**config.mk**
```make
export PLATFORM = sky130hd
export DESIGN_NAME = kd_modser
export DESIGN_NICKNAME = d
export VERILOG_FILES = /design/src/kd_pkg.sv /design/src/kd_modser.sv
export SDC_FILE = /design/constraint.sdc
export NUM_CORES = 1
export LEC_CHECK = 0
export BUFFER_PORTS_ARGS = -buffer_cell sky130_fd_sc_hd__buf_2
export CAP_MARGIN = 20
export CORE_UTILIZATION = 40
export DETAILED_ROUTE_END_ITERATION = 10
export PLACE_DENSITY_LB_ADDON = 0.08
export SLEW_MARGIN = 20
export SYNTH_ARGS = -nofsm -noshare
export SYNTH_HDL_FRONTEND = slang
export SYNTH_SLANG_ARGS = --single-unit
```
**constraint.sdc**
```tcl
create_clock -name aclk -period 20.6 [get_ports aclk]
set_input_delay 4.12 -clock aclk [delete_from_list [all_inputs] [get_ports aclk]]
set_output_delay 4.12 -clock aclk [all_outputs]
set_load 0.03 [all_outputs]
```
**src/kd_pkg.sv**
```systemverilog
// Shared widths, register indexes and transfer types for the knapsack decrypt unit.
`default_nettype none
package kd_pkg;
    localparam int WORD_W           = 63;
    localparam int BITS_W           = 64;
    localparam int IDX_W            = 6;
    localparam int SIZE_W           = 7;
    localparam int CFG_IDX_W        = 2;
    localparam int CNT_W            = 6;
    localparam int MAX_ELEMENTS_DEF = 64;

    localparam logic [CFG_IDX_W-1:0] CFG_MODULUS    = 2'd0;
    localparam logic [CFG_IDX_W-1:0] CFG_MULTIPLIER = 2'd1;
    localparam logic [CFG_IDX_W-1:0] CFG_SIZE       = 2'd2;

    // remainder token travelling down the cell row
    typedef struct packed {
        logic              valid;
        logic [WORD_W-1:0] rem;
    } kd_flow_t;

    // element write broadcast to every cell
    typedef struct packed {
        logic              en;
        logic [IDX_W-1:0]  idx;
        logic [WORD_W-1:0] value;
    } kd_load_t;

    // request to the serial modular unit
    typedef struct packed {
        logic              div_mode;
        logic [WORD_W-1:0] word;
        logic [WORD_W-1:0] divisor;
        logic [WORD_W-1:0] addend;
        logic [WORD_W-1:0] modulus;
    } kd_mm_req_t;

    typedef struct packed {
        logic              done;
        logic [WORD_W-1:0] rem;
        logic [WORD_W-1:0] acc;
    } kd_mm_rsp_t;
endpackage
`default_nettype wire

```
**src/kd_modser.sv**
```systemverilog
// Bit-serial unit: restoring division and Horner-style modular multiply-accumulate.
`default_nettype none
module kd_modser import kd_pkg::*; (
    input  wire logic       aclk,
    input  wire logic       aresetn,
    input  wire logic       start,
    input  wire kd_mm_req_t req,
    output kd_mm_rsp_t      rsp
);
    kd_mm_req_t        req_reg;
    logic              busy_reg;
    logic              phase_reg;
    logic              bit_reg;
    logic              done_reg;
    logic [CNT_W-1:0]  cnt_reg;
    logic [WORD_W-1:0] word_reg;
    logic [WORD_W-1:0] rem_reg;
    logic [WORD_W-1:0] acc_reg;

    logic [WORD_W:0]   t_val;
    logic              t_ge;
    logic              bit_now;
    logic [WORD_W:0]   rem_next;
    logic [WORD_W:0]   dbl;
    logic [WORD_W:0]   dbl_red;
    logic [WORD_W:0]   sum;
    logic [WORD_W:0]   sum_red;

    always_comb begin
        t_val    = {rem_reg, word_reg[WORD_W-1]};
        t_ge     = t_val >= {1'b0, req_reg.divisor};
        bit_now  = req_reg.div_mode ? t_ge : word_reg[WORD_W-1];
        rem_next = t_ge ? t_val - {1'b0, req_reg.divisor} : t_val;
        dbl      = {acc_reg, 1'b0};
        dbl_red  = (dbl >= {1'b0, req_reg.modulus}) ? dbl - {1'b0, req_reg.modulus} : dbl;
        sum      = {1'b0, acc_reg} + (bit_reg ? {1'b0, req_reg.addend} : '0);
        sum_red  = (sum >= {1'b0, req_reg.modulus}) ? sum - {1'b0, req_reg.modulus} : sum;
    end

    always_ff @(posedge aclk) begin
        if (!aresetn) begin
            busy_reg  <= 1'b0;
            phase_reg <= 1'b0;
            done_reg  <= 1'b0;
        end else begin
            done_reg <= 1'b0;
            if (start && !busy_reg) begin
                req_reg   <= req;
                word_reg  <= req.word;
                rem_reg   <= '0;
                acc_reg   <= '0;
                cnt_reg   <= CNT_W'(WORD_W - 1);
                phase_reg <= 1'b0;
                busy_reg  <= 1'b1;
            end else if (busy_reg) begin
                if (!phase_reg) begin
                    // take the next quotient/multiplier bit and double the accumulator
                    bit_reg   <= bit_now;
                    if (req_reg.div_mode)
                        rem_reg <= rem_next[WORD_W-1:0];
                    word_reg  <= {word_reg[WORD_W-2:0], 1'b0};
                    acc_reg   <= dbl_red[WORD_W-1:0];
                    phase_reg <= 1'b1;
                end else begin
                    acc_reg   <= sum_red[WORD_W-1:0];
                    phase_reg <= 1'b0;
                    if (cnt_reg == '0) begin
                        busy_reg <= 1'b0;
                        done_reg <= 1'b1;
                    end else begin
                        cnt_reg <= cnt_reg - 1'b1;
                    end
                end
            end
        end
    end

    assign rsp.done = done_reg;
    assign rsp.rem  = rem_reg;
    assign rsp.acc  = acc_reg;
endmodule
`default_nettype wire

```
# Yosys cells after proc, flatten, opt, wreduce, memory -nomap -nowiden
# Index checks and enable logic that the tools add are counted.
# totals
regBits	389
output_inout_bits	127
# classes
n_mux	22
n_lt_le_gt_ge	3
n_bitwise	4
n_eq_ne	2
reduce_logical	14
addsub	5
# op_table
operator	n
$mux W63	12
$ge A64 B63 Y1	3
$sub A63 B63 Y63	3
$add A63 B63 Y64	1
$mux W6	3
$reduce_and A4 Y1	3
$mux W1	7
$logic_not A6 Y1	1
$reduce_bool A2 Y1	3
$sub A6 B1 Y6 const B	1
$not A1 Y1	4
$reduce_and A2 Y1	2
$reduce_or A4 Y1	1
$reduce_and A3 Y1	1
$ne A2 B1 Y1 const B	1
$ne A2 B2 Y1 const B	1
$reduce_or A2 Y1	1
$logic_and A1 B1 Y1	1
$logic_not A1 Y1	1

# Logic depth before layout (Yosys ltp)
# logic_depth
word_depth	6
mapped_depth	28
ltp_nobuf	24

# Worst setup path before layout
# Ideal clock, no wire load.
# synth_path
kind	input port to flip-flop
start	in aresetn
end	reg rem_reg[0], enable pin
stages	3
slack_ns	7.854
arrival_time_ns	12.166
setup_time_ns	0.580
t_required_ns	20.020
cell_sequence	o21ai_0 a21oi_1 a21boi_0
# synth_between
elab_chain_cells	1
# synth_rtl
element	line	rtl
start: declaration	kd_modser.sv:5	input wire logic aresetn,
$reduce_and A4 Y1 (no line)	--	
end signal: assignment	kd_modser.sv:60	rem_reg <= rem_next[WORD_W-1:0];
end: declaration	kd_modser.sv:17	logic [WORD_W-1:0] rem_reg;
# No other way between the ends.
# A chain may end at the register's enable or synchronous reset.

# Final worst setup path
# layout_path
start	reg bit_reg
end	reg acc_reg[54] (data pin)
# layout_between
elab_chain_cells	6
# layout_rtl
element	line	rtl
start: declaration	kd_modser.sv:13	logic bit_reg;
start signal: assignment	kd_modser.sv:58	bit_reg <= bit_now;
$mux W63 *	kd_modser.sv:36	sum = {1'b0, acc_reg} + (bit_reg ? {1'b0, req_reg.addend} : '0);
$add A63 B63 Y64 *	kd_modser.sv:36	
$sub A63 B63 Y63 / $ge A64 B63 Y1 (equally long branches)	kd_modser.sv:37	sum_red = (sum >= {1'b0, req_reg.modulus}) ? sum - {1'b0, req_reg.modulus} : sum;
$mux W63 *	kd_modser.sv:37	
$mux W63 *	kd_modser.sv:56	if (!phase_reg) begin
$mux W63 *	kd_modser.sv:55	end else if (busy_reg) begin
end signal: assignment	kd_modser.sv:62	acc_reg <= dbl_red[WORD_W-1:0];
end signal: assignment	kd_modser.sv:65	acc_reg <= sum_red[WORD_W-1:0];
end: declaration	kd_modser.sv:18	logic [WORD_W-1:0] acc_reg;
# Mark *: on every way between the ends. The rest lies on a longest branch, timed or not. The select of a mux whose other input is x is not followed.

==> summary.txt <==
Min path
  – Hold Crit Class: reg2reg

STA
  – Worst slew pin tran: 1.10 ns
  – Relative slew slack: 26.9%
  – Setup-failing EPs final: 0
  – Tcrit/Tclk final: 37.0%
  – WHS: 0.512 ns
  – Achievable Freq: 131 MHz
  – Tmin final: 7.63 ns
  – Final WS setup: 12.97 ns
  – RSZ-0062 raised after global routing: false
  – Final hold violations: 0
  – Clock skew: 0.0180 ns
  – Setup TNS: 0 ns
  – Slew Limit Fails: 0

Worst setup path
  – Max Fanout on Critical Path: 31
  – Critical Path End Type: register
  – Worst Path Arrival: 7.95 ns
  – Critical path class: reg2reg
  – CP startpoint kind: register
  – Critical Path RT: 20.92 ns
  – R2R Setup Slk: 12.97 ns

Synth
  – Syn Nets: 4146
  – Syn Area/Cell: 8.65 um^2
  – Synth Cell Area: 0.0314 mm^2
  – Post-synthesis cell type count: 91
  – Primary FF master, synth: edfxtp_1
  – EDFF count, synth: 386
  – #FFs+latches synth: 389
  – Yosys warns: 0
  – Cells after Synth: 3633
  – Sequential share of the synthesized area: 37.1%
  – Post-synthesis async set-or-reset flop share: 0%

Global routing
  – First-pass GRT wire length: 159000 um
  – Total grt overflow: 0
  – Largest net degree at the start of global routing: 164
  – Vias in the first global route: 27300
  – Initial antenna violation count: 12
  – Overall routing resource usage: 25.6%

CTS
  – CTS tree: built
  – Hold-fix buffers, CTS: 0
  – Cts bufs inserted: 49
  – Post-CTS resize count: 0
  – Clock slew at reported path FFs: 0.06 ns
  – Root Buffer: clkbuf_16
  – Worst-Skew Late Latency: 0.61 ns
  – # clock sinks: 389
  – H-tree depth: 2
  – Setup bufs post-CTS: 0
  – Clock Tree Buf Depth: 3

Routing
  – Total number of vias: 28000
  – Routed wire per std cell: 21.0 um
  – Antenna Nets Post-Route: 0
  – DRT iter0 DRCs: 2234
  – Initial DRT Pass Iterations: 7
  – Via-per-instance ratio: 5.65
  – DRC violations left: 0
  – Final WL: 104000 um

Status
  – Status: finished, final reports clean

Pwr
  – Leakage Power: 0.0150 uW
  – Maximum VDD drop: 0.0000910 V
  – Pwr Density: 94.1 mW/mm^2
  – Switch share: 40.3%
  – Reg power frac: 30.2%
  – Comb pwr share: 43.3%
  – Switch Pwr: 1350 uW
  – Clock power frac: 26.5%
  – Int Pwr: 2000 uW

Placement
  – # placed instances: 4876
  – Place WS: 12.93 ns
  – GPL Wtd Cong: 0.955
  – DPL Wire Length: 79900 um
  – Port bufs: 382

Die
  – Rows: 102
  – Die X: 282 um
  – IO Pins: 383
  – Die Ht: 282 um
  – Initial core utilization: 40.5%
  – Core area: 0.0776 mm^2
  – Die area: 0.0797 mm^2

Finish
  – Nets: 4400
  – Number of flip-flops in the largest register: 190
  – Area grow syn2layout: 13.3%
  – Fillcell total: 7881
  – Non-Filler Instances: 4966
  – Share of cells above drive strength 1: 13.5%

Flow run
  – Max-cap viol count: 0
path summary, 6_finish.rpt:
kind | startpoint | cells after the start | end
hold reg to reg | word_reg[30] | 2 | word_reg[31]
setup reg to reg | bit_reg | 24 | acc_reg[54]
setup / recovery | bit_reg | 24 | acc_reg[54]
hold / removal | word_reg[30] | 2 | word_reg[31]
critical path: stages (launching register included):
cell and delay [ns]:
edfxtp_1 0.68, and2_1 0.27, ha_1 0.22, fa_1 0.42, a211oi_1 0.32, o21ai_0 0.23
a21oi_1 0.39, o21a_2 0.33, a2111oi_4 0.12, o31ai_1 0.60, nor2_1 0.18, a31oi_1 0.25
xnor2_1 0.17, ha_1 0.35, a21o_1 0.19, a21o_1 0.20, a21o_1 0.18, a221o_1 0.30
a211oi_1 0.22, a21boi_1 0.24, and2_2 0.56, buf_4 0.47, nor2_1 0.09, a211oi_1 0.23
a211oi_1 0.08
power by group through the flow:
| stage | logic (uW) | clock network [uW] | registers [uW] |
|---|---|---|---|
| after CTS | 1440 | 914 | 1010 |
| after global placement | 1440 | 0 | 1030 |
| after detailed placement | 1430 | 0 | 1030 |
| after global routing | 1600 | 940 | 1020 |
| after floorplan | 1010 | 0 | 1070 |
| final | 1450 | 890 | 1010 |
cell usage after synthesis (25+ instances only):
cell type    n  area (um^2)
nand2_1    506         1900
edfxtp_1   386        11600
a21oi_1    366         1830
nor2_1     297         1110
ha_1       253         3170
o21ai_0    200         1000
inv_1      194          728
xnor2_1    139         1220
clkbuf_1   127          477
a21o_1     105          788
a211oi_1    96          721
and2_1      83          519
xor2_1      80          701
nand4_1     79          494
nand3_1     76          380
nor3_1      56          280
buf_2       50          250
o21a_1      40          300
nor2b_1     34          213
and3_1      31          194
nand2b_1    31          194
o21bai_1    31          233
o211ai_1    27          203
a31oi_1     26          163
a311oi_1    25          219
area by class of cell:
cell class                      instances  area (um^2)  area share [%]
Timing Repair Buffer                  397         2050            5.75
Sequential cell                       389        11700            32.7
Antenna cell                            1         2.50         0.00702
Clock buffer                           61         1290            3.62
Inverter                              195          732            2.05
Multi-Input combinational cell       2855        18300            51.3
Clock inverter                         28          327           0.916
Tap cell                             1040         1300            3.65
metrics by stage:
stage | util (%) | instance area, um^2 | total power, uW
finish | 45.9 | 35600 | 3350
detailed placement | 43.8 | 34000 | 2460
global route | 45.9 | 35600 | 3560
floorplan | - | 31400 | 2080
global placement | 43.8 | 34000 | 2470
CTS | 45.9 | 35600 | 3370
cell families after synthesis:
kind of cell,share of synthesized area [%]
and+or+nand+nor,18.7
AOI/OAI and AO/OA,22.1
buffers and inverters,5.01
DFF,37.1
adders and majority gates,10.3
xor gates and xnor gates,6.10
muxes,0.780
per-layer routing:
layer | share of wire, % | routed length [um] | track usage (%) | vias up
met1 | 43 | 45100 | 33.1 | 13300
met5 | 0.14 | 141 | 0 | -
met4 | 3.4 | 3520 | 8.45 | 22
met3 | 5.6 | 5810 | 4.23 | 187
met2 | 48 | 49700 | 43.1 | 783
li1 | - | - | - | 13800
cells in the final DEF (no fill, tap or decap), drive strengths merged, types with 7 or more instances in the layout:
master   instances
nand2          506
buf            397
edfxtp         386
a21oi          368
nor2           297
ha             253
o21ai          212
inv            196
xnor2          139
a21o           105
a211oi          98
and2            83
xor2            80
nand4           80
nand3           76
clkbuf          61
nor3            56
o21a            41
nor2b           34
and3            31
o21bai          31
nand2b          31
o211ai          27
a31oi           26
a311oi          25
o31ai           21
or3             21
mux2i           20
clkinv          20
nor4            19
a21boi          17
or2             13
a221oi          11
o221ai           9
o2111ai          9
and4             8
a2111oi          8
o311ai           8
o22ai            7
a41oi            7
Power figures use the tool's default switching activity.
