===== src/kd_pkg.sv =====
// Shared widths, register indexes and transfer types for the knapsack decrypt unit.
`default_nettype none
package kd_pkg;
    localparam int WORD_W           = 63;
    localparam int BITS_W           = 64;
    localparam int IDX_W            = 6;
    localparam int SIZE_W           = 7;
    localparam int CFG_IDX_W        = 2;
    localparam int CNT_W            = 6;
    localparam int MAX_ELEMENTS_DEF = 64;

    localparam logic [CFG_IDX_W-1:0] CFG_MODULUS    = 2'd0;
    localparam logic [CFG_IDX_W-1:0] CFG_MULTIPLIER = 2'd1;
    localparam logic [CFG_IDX_W-1:0] CFG_SIZE       = 2'd2;

    // remainder token travelling down the cell row
    typedef struct packed {
        logic              valid;
        logic [WORD_W-1:0] rem;
    } kd_flow_t;

    // element write broadcast to every cell
    typedef struct packed {
        logic              en;
        logic [IDX_W-1:0]  idx;
        logic [WORD_W-1:0] value;
    } kd_load_t;

    // request to the serial modular unit
    typedef struct packed {
        logic              div_mode;
        logic [WORD_W-1:0] word;
        logic [WORD_W-1:0] divisor;
        logic [WORD_W-1:0] addend;
        logic [WORD_W-1:0] modulus;
    } kd_mm_req_t;

    typedef struct packed {
        logic              done;
        logic [WORD_W-1:0] rem;
        logic [WORD_W-1:0] acc;
    } kd_mm_rsp_t;
endpackage
`default_nettype wire


===== src/kd_cell.sv =====
// One knapsack element cell: holds its element, tests and subtracts the passing remainder.
`default_nettype none
module kd_cell import kd_pkg::*; #(
    parameter int CELL_IDX = 0
) (
    input  wire logic              aclk,
    input  wire logic              aresetn,
    input  wire kd_load_t          load,
    input  wire logic [SIZE_W-1:0] size_n,
    input  wire kd_flow_t          flow_in,
    output kd_flow_t               flow_out,
    output logic                   bit_out
);
    logic [WORD_W-1:0] elem_reg;
    logic              valid_reg;
    logic [WORD_W-1:0] rem_reg;
    logic              bit_reg;
    logic              take;

    assign take = (SIZE_W'(CELL_IDX) < size_n) && (flow_in.rem >= elem_reg);

    always_ff @(posedge aclk) begin
        if (load.en && load.idx == IDX_W'(CELL_IDX))
            elem_reg <= load.value;
        if (flow_in.valid) begin
            rem_reg <= take ? flow_in.rem - elem_reg : flow_in.rem;
            bit_reg <= take;
        end
    end

    always_ff @(posedge aclk) begin
        if (!aresetn)
            valid_reg <= 1'b0;
        else
            valid_reg <= flow_in.valid;
    end

    assign flow_out.valid = valid_reg;
    assign flow_out.rem   = rem_reg;
    assign bit_out        = bit_reg;
endmodule
`default_nettype wire


===== config.mk =====
export PLATFORM = sky130hd
export DESIGN_NAME = kd_cell
export DESIGN_NICKNAME = d
export VERILOG_FILES = /design/src/kd_pkg.sv /design/src/kd_cell.sv
export SDC_FILE = /design/constraint.sdc
export NUM_CORES = 1
export LEC_CHECK = 0
export CAP_MARGIN = 0
export CORE_MARGIN = 2
export CORE_UTILIZATION = 40
export DETAILED_ROUTE_END_ITERATION = 12
export DONT_BUFFER_PORTS = 1
export PLACE_DENSITY_LB_ADDON = 0.05
export SLEW_MARGIN = 20
export SYNTH_ARGS = -nofsm -noshare
export SYNTH_HDL_FRONTEND = slang
export SYNTH_SLANG_ARGS = --single-unit

===== constraint.sdc =====
create_clock -name aclk -period 9.87 [get_ports aclk]
set_input_delay 0.987 -clock aclk [delete_from_list [all_inputs] [get_ports aclk]]
set_output_delay 0.987 -clock aclk [all_outputs]
set_load 0.02 [all_outputs]

; ---- Word level (Yosys, flattened, before mapping)
; Index checks and enable logic that the tools add are counted.
[op_classes]
magnitude_cmp = 2
mux = 1
div = 0
n_bitwise = 0
multipliers = 0
n_reduce_logical = 3
n_shift = 0
n_addsub = 1
eq_ne = 0
[ops]
columns = cell, count
row1 = 63-bit greater-or-equal comparator, 1
row2 = 63-bit 2-to-1 mux, 1
row3 = 63-bit subtractor, 1
row4 = "1-bit by 7-bit < comparator with 1-bit output, first input constant", 1
row5 = 6-bit zero test, 1
row6 = 1-bit logical AND, 2
[word_totals]
latch_bits = 0
mem_count = 0
ram_bits = 0
romBits = 0
ff_bits = 128

; ---- Longest topological paths before layout
; Gate-level depths: netlist of run 1.
[logic_depth]
word_depth = 3
mapped_depth = 15
ltp_nobuf = 12

; ---- Worst setup path before layout of run 1
; No wires, ideal clock.
[synth_path]
path_kind = input -> register
startpoint = in load[65] (netlist bit)
endpoint = reg elem_reg[0] (enable)
setup_ns = 0.646
required_time_ns = 9.224
path_buffers = 0
t_arrival_ns = 7.626
path_slack_ns = 1.598
stages = 2
cell_sequence = or4b_2 > nor4_1
[synth_via]
elab_chain_len = 2
[synth_lines]
columns = item, line_no
row1 = start: declaration, kd_cell.sv:8  ; input wire kd_load_t load,
row2 = 6-bit zero test, kd_cell.sv:23  ; if (load.en && load.idx == IDX_W'(CELL_IDX))
row3 = 1-bit logical AND, kd_cell.sv:23
row4 = end signal: assignment, kd_cell.sv:24  ; elem_reg <= load.value;
row5 = end: declaration, kd_cell.sv:14  ; logic [WORD_W-1:0] elem_reg;
; No other way between the ends.
; A chain may end at the register's enable or synchronous reset.

; ---- Worst setup path after layout of run 1
[layout_path]
startpoint = in flow_in[0] (netlist bit)
endpoint = reg rem_reg[54], data pin
[layout_via]
elab_chain_len = 3
[layout_lines]
columns = item, line_no
row1 = start: declaration, kd_cell.sv:10  ; input wire kd_flow_t flow_in,
row2 = 63-bit greater-or-equal comparator, kd_cell.sv:20  ; assign take = (SIZE_W'(CELL_IDX) < size_n) && (flow_in.rem >= elem_reg);
row3 = 1-bit logical AND, kd_cell.sv:20
row4 = 63-bit 2-to-1 mux (*), kd_cell.sv:26  ; rem_reg <= take ? flow_in.rem - elem_reg : flow_in.rem;
row5 = end signal: assignment, kd_cell.sv:26
row6 = end: declaration, kd_cell.sv:16  ; logic [WORD_W-1:0] rem_reg;
; Every way passes the cells marked *; elsewhere a longest branch is shown, timed or not.

==> key figures, run 1 <==
Synthesis
  – Netlist cell types: 62
  – YS warnings: 0
  – Cells after Synth: 913
  – Top cell type's share of synthesized area: 0.445
  – Dominant cell type by area after synthesis: edfxtp_1
  – Synthesized Nets: 1120
  – Async set-reset flop share out of synthesis: 0
  – Main synth FF type: edfxtp_1
  – Post-synthesis sequential area ratio: 0.447
  – Synth top area cells: edfxtp_1, ha_1, o21ai_0, nand2_1, a21oi_1
  – Mean Syn Cell Area: 9.39 sq um
  – EDFF count, synth: 127
  – Synthesized area: 8570 sq um
  – Yosys reg bits: 128

Final layout
  – # nets final: 1094
  – Commonest non-fill, non-tap cells in the layout: edfxtp_1, nand2_1, o21ai_0
  – Commonest non-fill, non-tap cell in the layout: edfxtp_1
  – Layout cells sized above 1: 0.0533
  – Multi-input combinational cell area: 4230 sq um
  – Filler cells: 2031
  – Final cell count without fillers: 1176
  – Area growth syn-to-layout: 9.07%
  – Sequential Area: 3830 sq um

Clock tree
  – CTS tree: done
  – Hold buffers post-CTS: 0
  – Post CTS Setup Buffer Count: 0
  – Clk slew on worst S/H paths: 0.06 ns
  – Clock Latency Late Sink: 0.42 ns
  – Longest Clk Path Bufs: 2
  – H-tree Lvls: 4
  – Resized Gates After CTS: 0
  – Clk sinks: 128
  – Root Buffer: clkbuf_16
  – Num CTS Buffers: 17

STA
  – Crit path time final: 4.37 ns
  – Worst slew pin tran: 1.05 ns
  – Final Skew: 0.0127 ns
  – Fin crit share: 0.443
  – Final Setup Violations: 0
  – RSZ-0062 raised after global routing: no
  – Final Max Tran Viols: 0
  – Final Hold Viols: 0
  – Worst slew margin: 0.283
  – Post-Route Setup TNS: 0 ns
  – Highest Clock Rate: 0.229 GHz

GRT
  – Largest net degree at the start of global routing: 83
  – GRT Residual Overflow: 0
  – Global router's overall resource usage: 0.211
  – Vias in the first global route: 6596
  – First-pass GRT wire length: 36.4 mm
  – Initial antenna violation count: 1

Route
  – DRT iter0 DRCs: 464
  – Drt drc: 0
  – Vias per cell: 5.70
  – Detailed-route via count: 6703
  – Drt pass-1 iters: 5
  – WL per Instance: 20.3 um
  – WL final: 23.9 mm
  – Remaining antenna violation count: 0

Worst setup path
  – CP max stage cell: a2111oi_0
  – Number of cells on the worst reg-to-reg path: 11
  – Buffers and inverters on the worst path: 1
  – R2r setup slk: 5.72 ns
  – Critical Path RT: 10.16 ns
  – Worst R2R Start: elem_reg[0]
  – Critical Path AT: 4.66 ns
  – CP startpoint kind: input port
  – Setup crit start: flow_in[0]
  – Crit-path cells: inv_1, ha_1, fa_1, nand2b_1, a211oi_1, o21ai_0, a2111oi_0, o2111ai_1, a21boi_0, o21ai_0, a211o_1, nand3_1
  – CP Capture Type: register
  – Delay-heaviest family, CP: compound AO/OA/AOI/OAI gates
  – Most frequent CP cell: o21ai_0
  – Worst-path maximum fanout: 4
  – Worst R2R End: rem_reg[54]
  – CP max stage delay: 0.99 ns
  – Crit Path Class: in -> reg

Power and ir drop
  – P_int: 1.08 mW
  – Seq pwr share: 0.450
  – Power Dens Cells: 160 nW/um^2
  – Clk pwr share: 0.427
  – P_sw: 0.416 mW
  – Gate power share: 0.122
  – Leakage: 3.70 nW
  – Switch share: 0.279
  – Worst vdd ir: 0.0857 mV

Die
  – Core box area: 21000 sq um
  – Std cell rows: 53
  – Width of the chip: 150 um
  – Die area: 22600 sq um
  – I/O pin count: 208
  – Initial Utilization: 0.408
  – Die Ht: 150 um

Placement
  – Inst Count DP: 1143
  – Final RePlAce weighted congestion: 0.863
  – Post-DP HPWL: 18.4 mm
  – Number of port buffers: 0

Worst hold path
  – Min-delay src: load[11]
  – Cells on Worst Hold Path: 0
  – Hold EP: elem_reg[11]
  – Tightest Hold Check Type: in -> reg

Run
  – Max-cap viol count: 0

Run status
  – Status: finished clean
worst reg2reg max path: cells and delay by family, from the launching register on:
family | cells | cell delay, ns
AND/OR/NAND/NOR | 2 | 0.25
flip-flops | 1 | 0.36
adder cells (fa/ha/maj) | 2 | 0.63
AO/OA/AOI/OAI | 7 | 2.78
how the worst max path moves through the flow:
| stage | end | slack (ns) | cells past startpoint |
|---|---|---|---|
| 2_1_floorplan | elem_reg[0] | 1.60 | 2 |
| 3_3_place_gp | rem_reg[62] | 5.16 | 12 |
| 3_5_place_dp | rem_reg[62] | 5.06 | 12 |
| 4_1_cts | rem_reg[62] | 5.50 | 12 |
| 5_1_grt | rem_reg[62] | 5.27 | 12 |
| 6_report | rem_reg[54] | 5.50 | 12 |
through the flow:
stage | hold WS, ns | utilization | total power [mW] | setup slack [ns] | cell area [sq um]
2_1_floorplan | 0.672 | - | 0.819 | 1.60 | 8570
3_3_place_gp | 0.742 | 0.417 | 0.866 | 5.16 | 8760
3_5_place_dp | 0.739 | 0.417 | 0.864 | 5.06 | 8760
4_1_cts | 0.637 | 0.444 | 1.51 | 5.50 | 9340
5_1_grt | 0.627 | 0.444 | 1.55 | 5.27 | 9340
6_report | 0.653 | 0.445 | 1.49 | 5.50 | 9350
metal layers:
metal	GRT usage	routed length [um]	vias up
li1	-	-	3272
met1	0.284	10800	3165
met2	0.324	10800	245
met3	0.0755	2060	21
met4	0.0524	256	0
met5	0	0	-
kinds of logic after synthesis:
group                    count (synthesis)  share of synthesized area
XOR/XNOR                                50                     0.0511
buffers and inverters                  136                     0.0612
AO/OA/AOI/OAI                          284                      0.206
flip-flops                             128                      0.447
adder cells (fa/ha/maj)                 64                     0.0943
multiplexers                             1                    0.00131
AND/OR/NAND/NOR                        250                      0.139
cells in the mapped netlist, types with 3 or more instances:
library cell,count
a2111o_1,3
a211o_1,7
a211oi_1,8
a21boi_0,3
a21o_1,26
a21oi_1,81
a221o_1,3
a31oi_1,4
and2_1,5
buf_2,8
clkbuf_1,40
edfxtp_1,127
ha_1,63
inv_1,87
nand2_1,118
nand2b_1,4
nand3_1,16
nand4_1,33
nor2_1,32
nor2b_1,4
nor3_1,12
nor4_1,4
o2111a_1,3
o211ai_1,6
o21a_1,4
o21ai_0,92
o21ai_1,7
o21bai_1,14
o31ai_1,5
or3_1,7
or4_1,4
xnor2_1,26
xor2_1,24
layout make-up:
class / instances / share of cell area
Antenna cell: 1 / 0.000268
Clock buffer: 17 / 0.0455
Clock inverter: 15 / 0.0170
Inverter: 87 / 0.0349
Multi-Input combinational cell: 649 / 0.452
Sequential cell: 128 / 0.410
Tap cell: 275 / 0.0368
Timing Repair Buffer: 4 / 0.00321
power groups by stage:
stage | logic [mW] | clock network [mW] | registers [mW]
after detailed placement | 0.181 | 0 | 0.684
final | 0.182 | 0.637 | 0.672
after CTS | 0.182 | 0.651 | 0.673
after global placement | 0.181 | 0 | 0.684
after global routing | 0.206 | 0.671 | 0.674
after floorplan | 0.141 | 0 | 0.678
Power figures use the tool's default switching activity.
==> run 2: changes to the inputs <==
Clock period 9.87 ns to 4.3 ns, I/O delays scaled along.
==> run 2 against run 1 <==
  * First-iteration DRC count shrank 6.9%
  * Combinational power grew 130%
  * Worst hold slack lost 0.56 ns
  * Critical endpoint is now rem_reg[61]
==> key figures, run 2 (synthesis results as in run 1) <==
Run status
  – Status: finished clean

Worst setup path
  – Buffers and inverters on the worst path: 2 (+1)
  – Delay-heaviest family, CP: simple AND/OR/NAND/NOR gates
  – Critical Path RT: 4.55 ns (-5.61 ns)
  – CP Capture Type: register
  – CP max stage delay: 0.48 ns (-0.51 ns)
  – Crit-path cells: inv_1, ha_1, nand4_1, or3_1, or4b_1, o31ai_1, a2111o_1, nand4_1, a21o_4, buf_4, a2111o_1, o211ai_1
  – CP max stage cell: or4b_1
  – CP startpoint kind: register
  – Worst-path maximum fanout: 37 (+33)
  – Crit Path Class: reg -> reg
  – Critical Path AT: 4.05 ns (-0.61 ns)

Placement
  – Number of port buffers: 0 (unchanged)
  – Post-DP HPWL: 18.3 mm (-0.95%)
  – Post-place instance area: 8820 sq um (+0.70%)
  – Final RePlAce weighted congestion: 0.867 (+0.44%)

GRT
  – Largest net degree at the start of global routing: 66 (-20%)
  – Busiest grt layer: met2
  – Initial antenna violation count: 0 (-1)
  – Global router's overall resource usage: 0.211 (about the same)
  – First-pass GRT wire length: 36.7 mm (+0.78%)
  – Met3 usage: 0.0736 (-0.00182)
  – GR Layer Usage met2: 0.314 (-0.0105)
  – GRT Residual Overflow: 0 (unchanged)
  – Met1 Use GR: 0.291 (+0.00748)
  – Vias in the first global route: 6723 (+1.9%)

Final layout
  – Commonest non-fill, non-tap cells in the layout: edfxtp_1, nand2_1, o21ai_0
  – Antenna cells: 0 (-1)
  – Layout cells sized above 1: 0.0606 (+0.00731)
  – Area growth syn-to-layout: 9.59%
  – # nets final: 1101 (+0.64%)
  – Cell area after layout: 9390 sq um (+0.48%)
  – Commonest non-fill, non-tap cell in the layout: edfxtp_1
  – Filler cells: 2036 (+0.25%)
  – Final Util: 0.447 (+0.00214)

Clock tree
  – Hold buffers post-CTS: 0 (unchanged)
  – Resized Gates After CTS: 0 (unchanged)
  – Num CTS Buffers: 17 (unchanged)
  – Clock Latency Late Sink: 0.43 ns (about the same)
  – Clk sinks: 128 (unchanged)
  – Root Buffer: clkbuf_16
  – CTS tree: done
  – Post CTS Setup Buffer Count: 0 (unchanged)
  – Clk slew on worst S/H paths: 0.06 ns (about the same)
  – H-tree Lvls: 4 (unchanged)
  – Longest Clk Path Bufs: 2 (unchanged)

Die
  – Width of the chip: 150 um (unchanged)
  – Core box area: 21000 sq um (unchanged)
  – Die area: 22600 sq um (unchanged)
  – Initial Utilization: 0.408 (unchanged)
  – Std cell rows: 53 (unchanged)
  – Die Ht: 150 um (unchanged)
  – I/O pin count: 208 (unchanged)

Route
  – Vias per cell: 5.65 (-0.79%)
  – WL final: 23.8 mm (-0.66%)
  – Drt pass-1 iters: 5 (unchanged)
  – Drt drc: 0 (unchanged)
  – Remaining antenna violation count: 0 (unchanged)
  – DRT iter0 DRCs: 432 (-6.9%)
  – Detailed-route via count: 6684 (-0.28%)
  – WL per Instance: 20.1 um (-1.2%)

Power and ir drop
  – Power Dens Cells: 362 nW/um^2 (+130%)
  – Leakage: 3.72 nW (+0.69%)
  – Worst vdd ir: 0.195 mV (+130%)

STA
  – Highest Clock Rate: 0.263 GHz
  – Post-Route Setup TNS: 0 ns (unchanged)
  – RSZ-0062 raised after global routing: no
  – Final Skew: 0.0104 ns (-0.00225 ns)
  – Crit path time final: 3.80 ns
  – Worst hold margin: 0.0947 ns (-0.559 ns)
  – Worst slew margin: 0.533 (+0.249)
  – Final Max Tran Viols: 0 (unchanged)
  – Fin crit share: 0.884
  – Final Setup Violations: 0 (unchanged)
  – Worst slew pin tran: 0.695 ns (-0.353 ns)
  – Final Hold Viols: 0 (unchanged)

Worst hold path
  – Tightest Hold Check Type: in -> reg

Run
  – Max-cap viol count: 0 (unchanged)
[run 2: cell count changes in the layout (fill, tap and decap cells not counted), sizes merged]
| cell | before | now |
|---|---|---|
| buf | 4 | 11 |
| inv | 91 | 88 |
| diode | 1 | 0 |
| clkinvlp | 1 | 3 |
| clkinv | 8 | 9 |
[run 2: power breakdown]
part           internal [mW]  total, mW  switching, mW
Sequential              1.45       1.54         0.0906
Combinational          0.161      0.425          0.264
Clock                  0.848       1.43          0.586
[run 2: area by class of cell]
cell class	count	area [sq um]	share of cell area
flip-flops and latches	128	3830	0.408
inverters	87	327	0.0348
well taps	275	344	0.0366
repair buffers	11	82.6	0.00879
multi-input cells	649	4230	0.451
clock inverters	15	145	0.0155
clock buffers	17	425	0.0453
[run 2: path summary, 6_finish.rpt]
check             slack [ns]  depth (start not counted)          from           end
setup / recovery        0.50                         12  elem_reg[34]   rem_reg[61]
hold / removal          0.09                          0      load[19]  elem_reg[19]
setup reg to reg        0.50                         12  elem_reg[34]   rem_reg[61]
hold reg to reg         0.76                          2   elem_reg[0]    rem_reg[0]
[run 2: layer usage]
metal / part of all wire / routed length, um
met1: 0.47 / 11100
met2: 0.43 / 10300
met3: 0.083 / 1970
met4: 0.017 / 395
met5: 0 / 0
[run 2: stage by stage]
stage | setup slack (ns) | total power, mW | cells
floorplan | 0.723 | 1.88 | 913
global placement | 0.498 | 1.99 | 1150
detailed placement | 0.460 | 1.99 | 1150
CTS | 0.466 | 3.43 | 1182
global route | 0.198 | 3.54 | 1182
finish | 0.500 | 3.40 | 1182
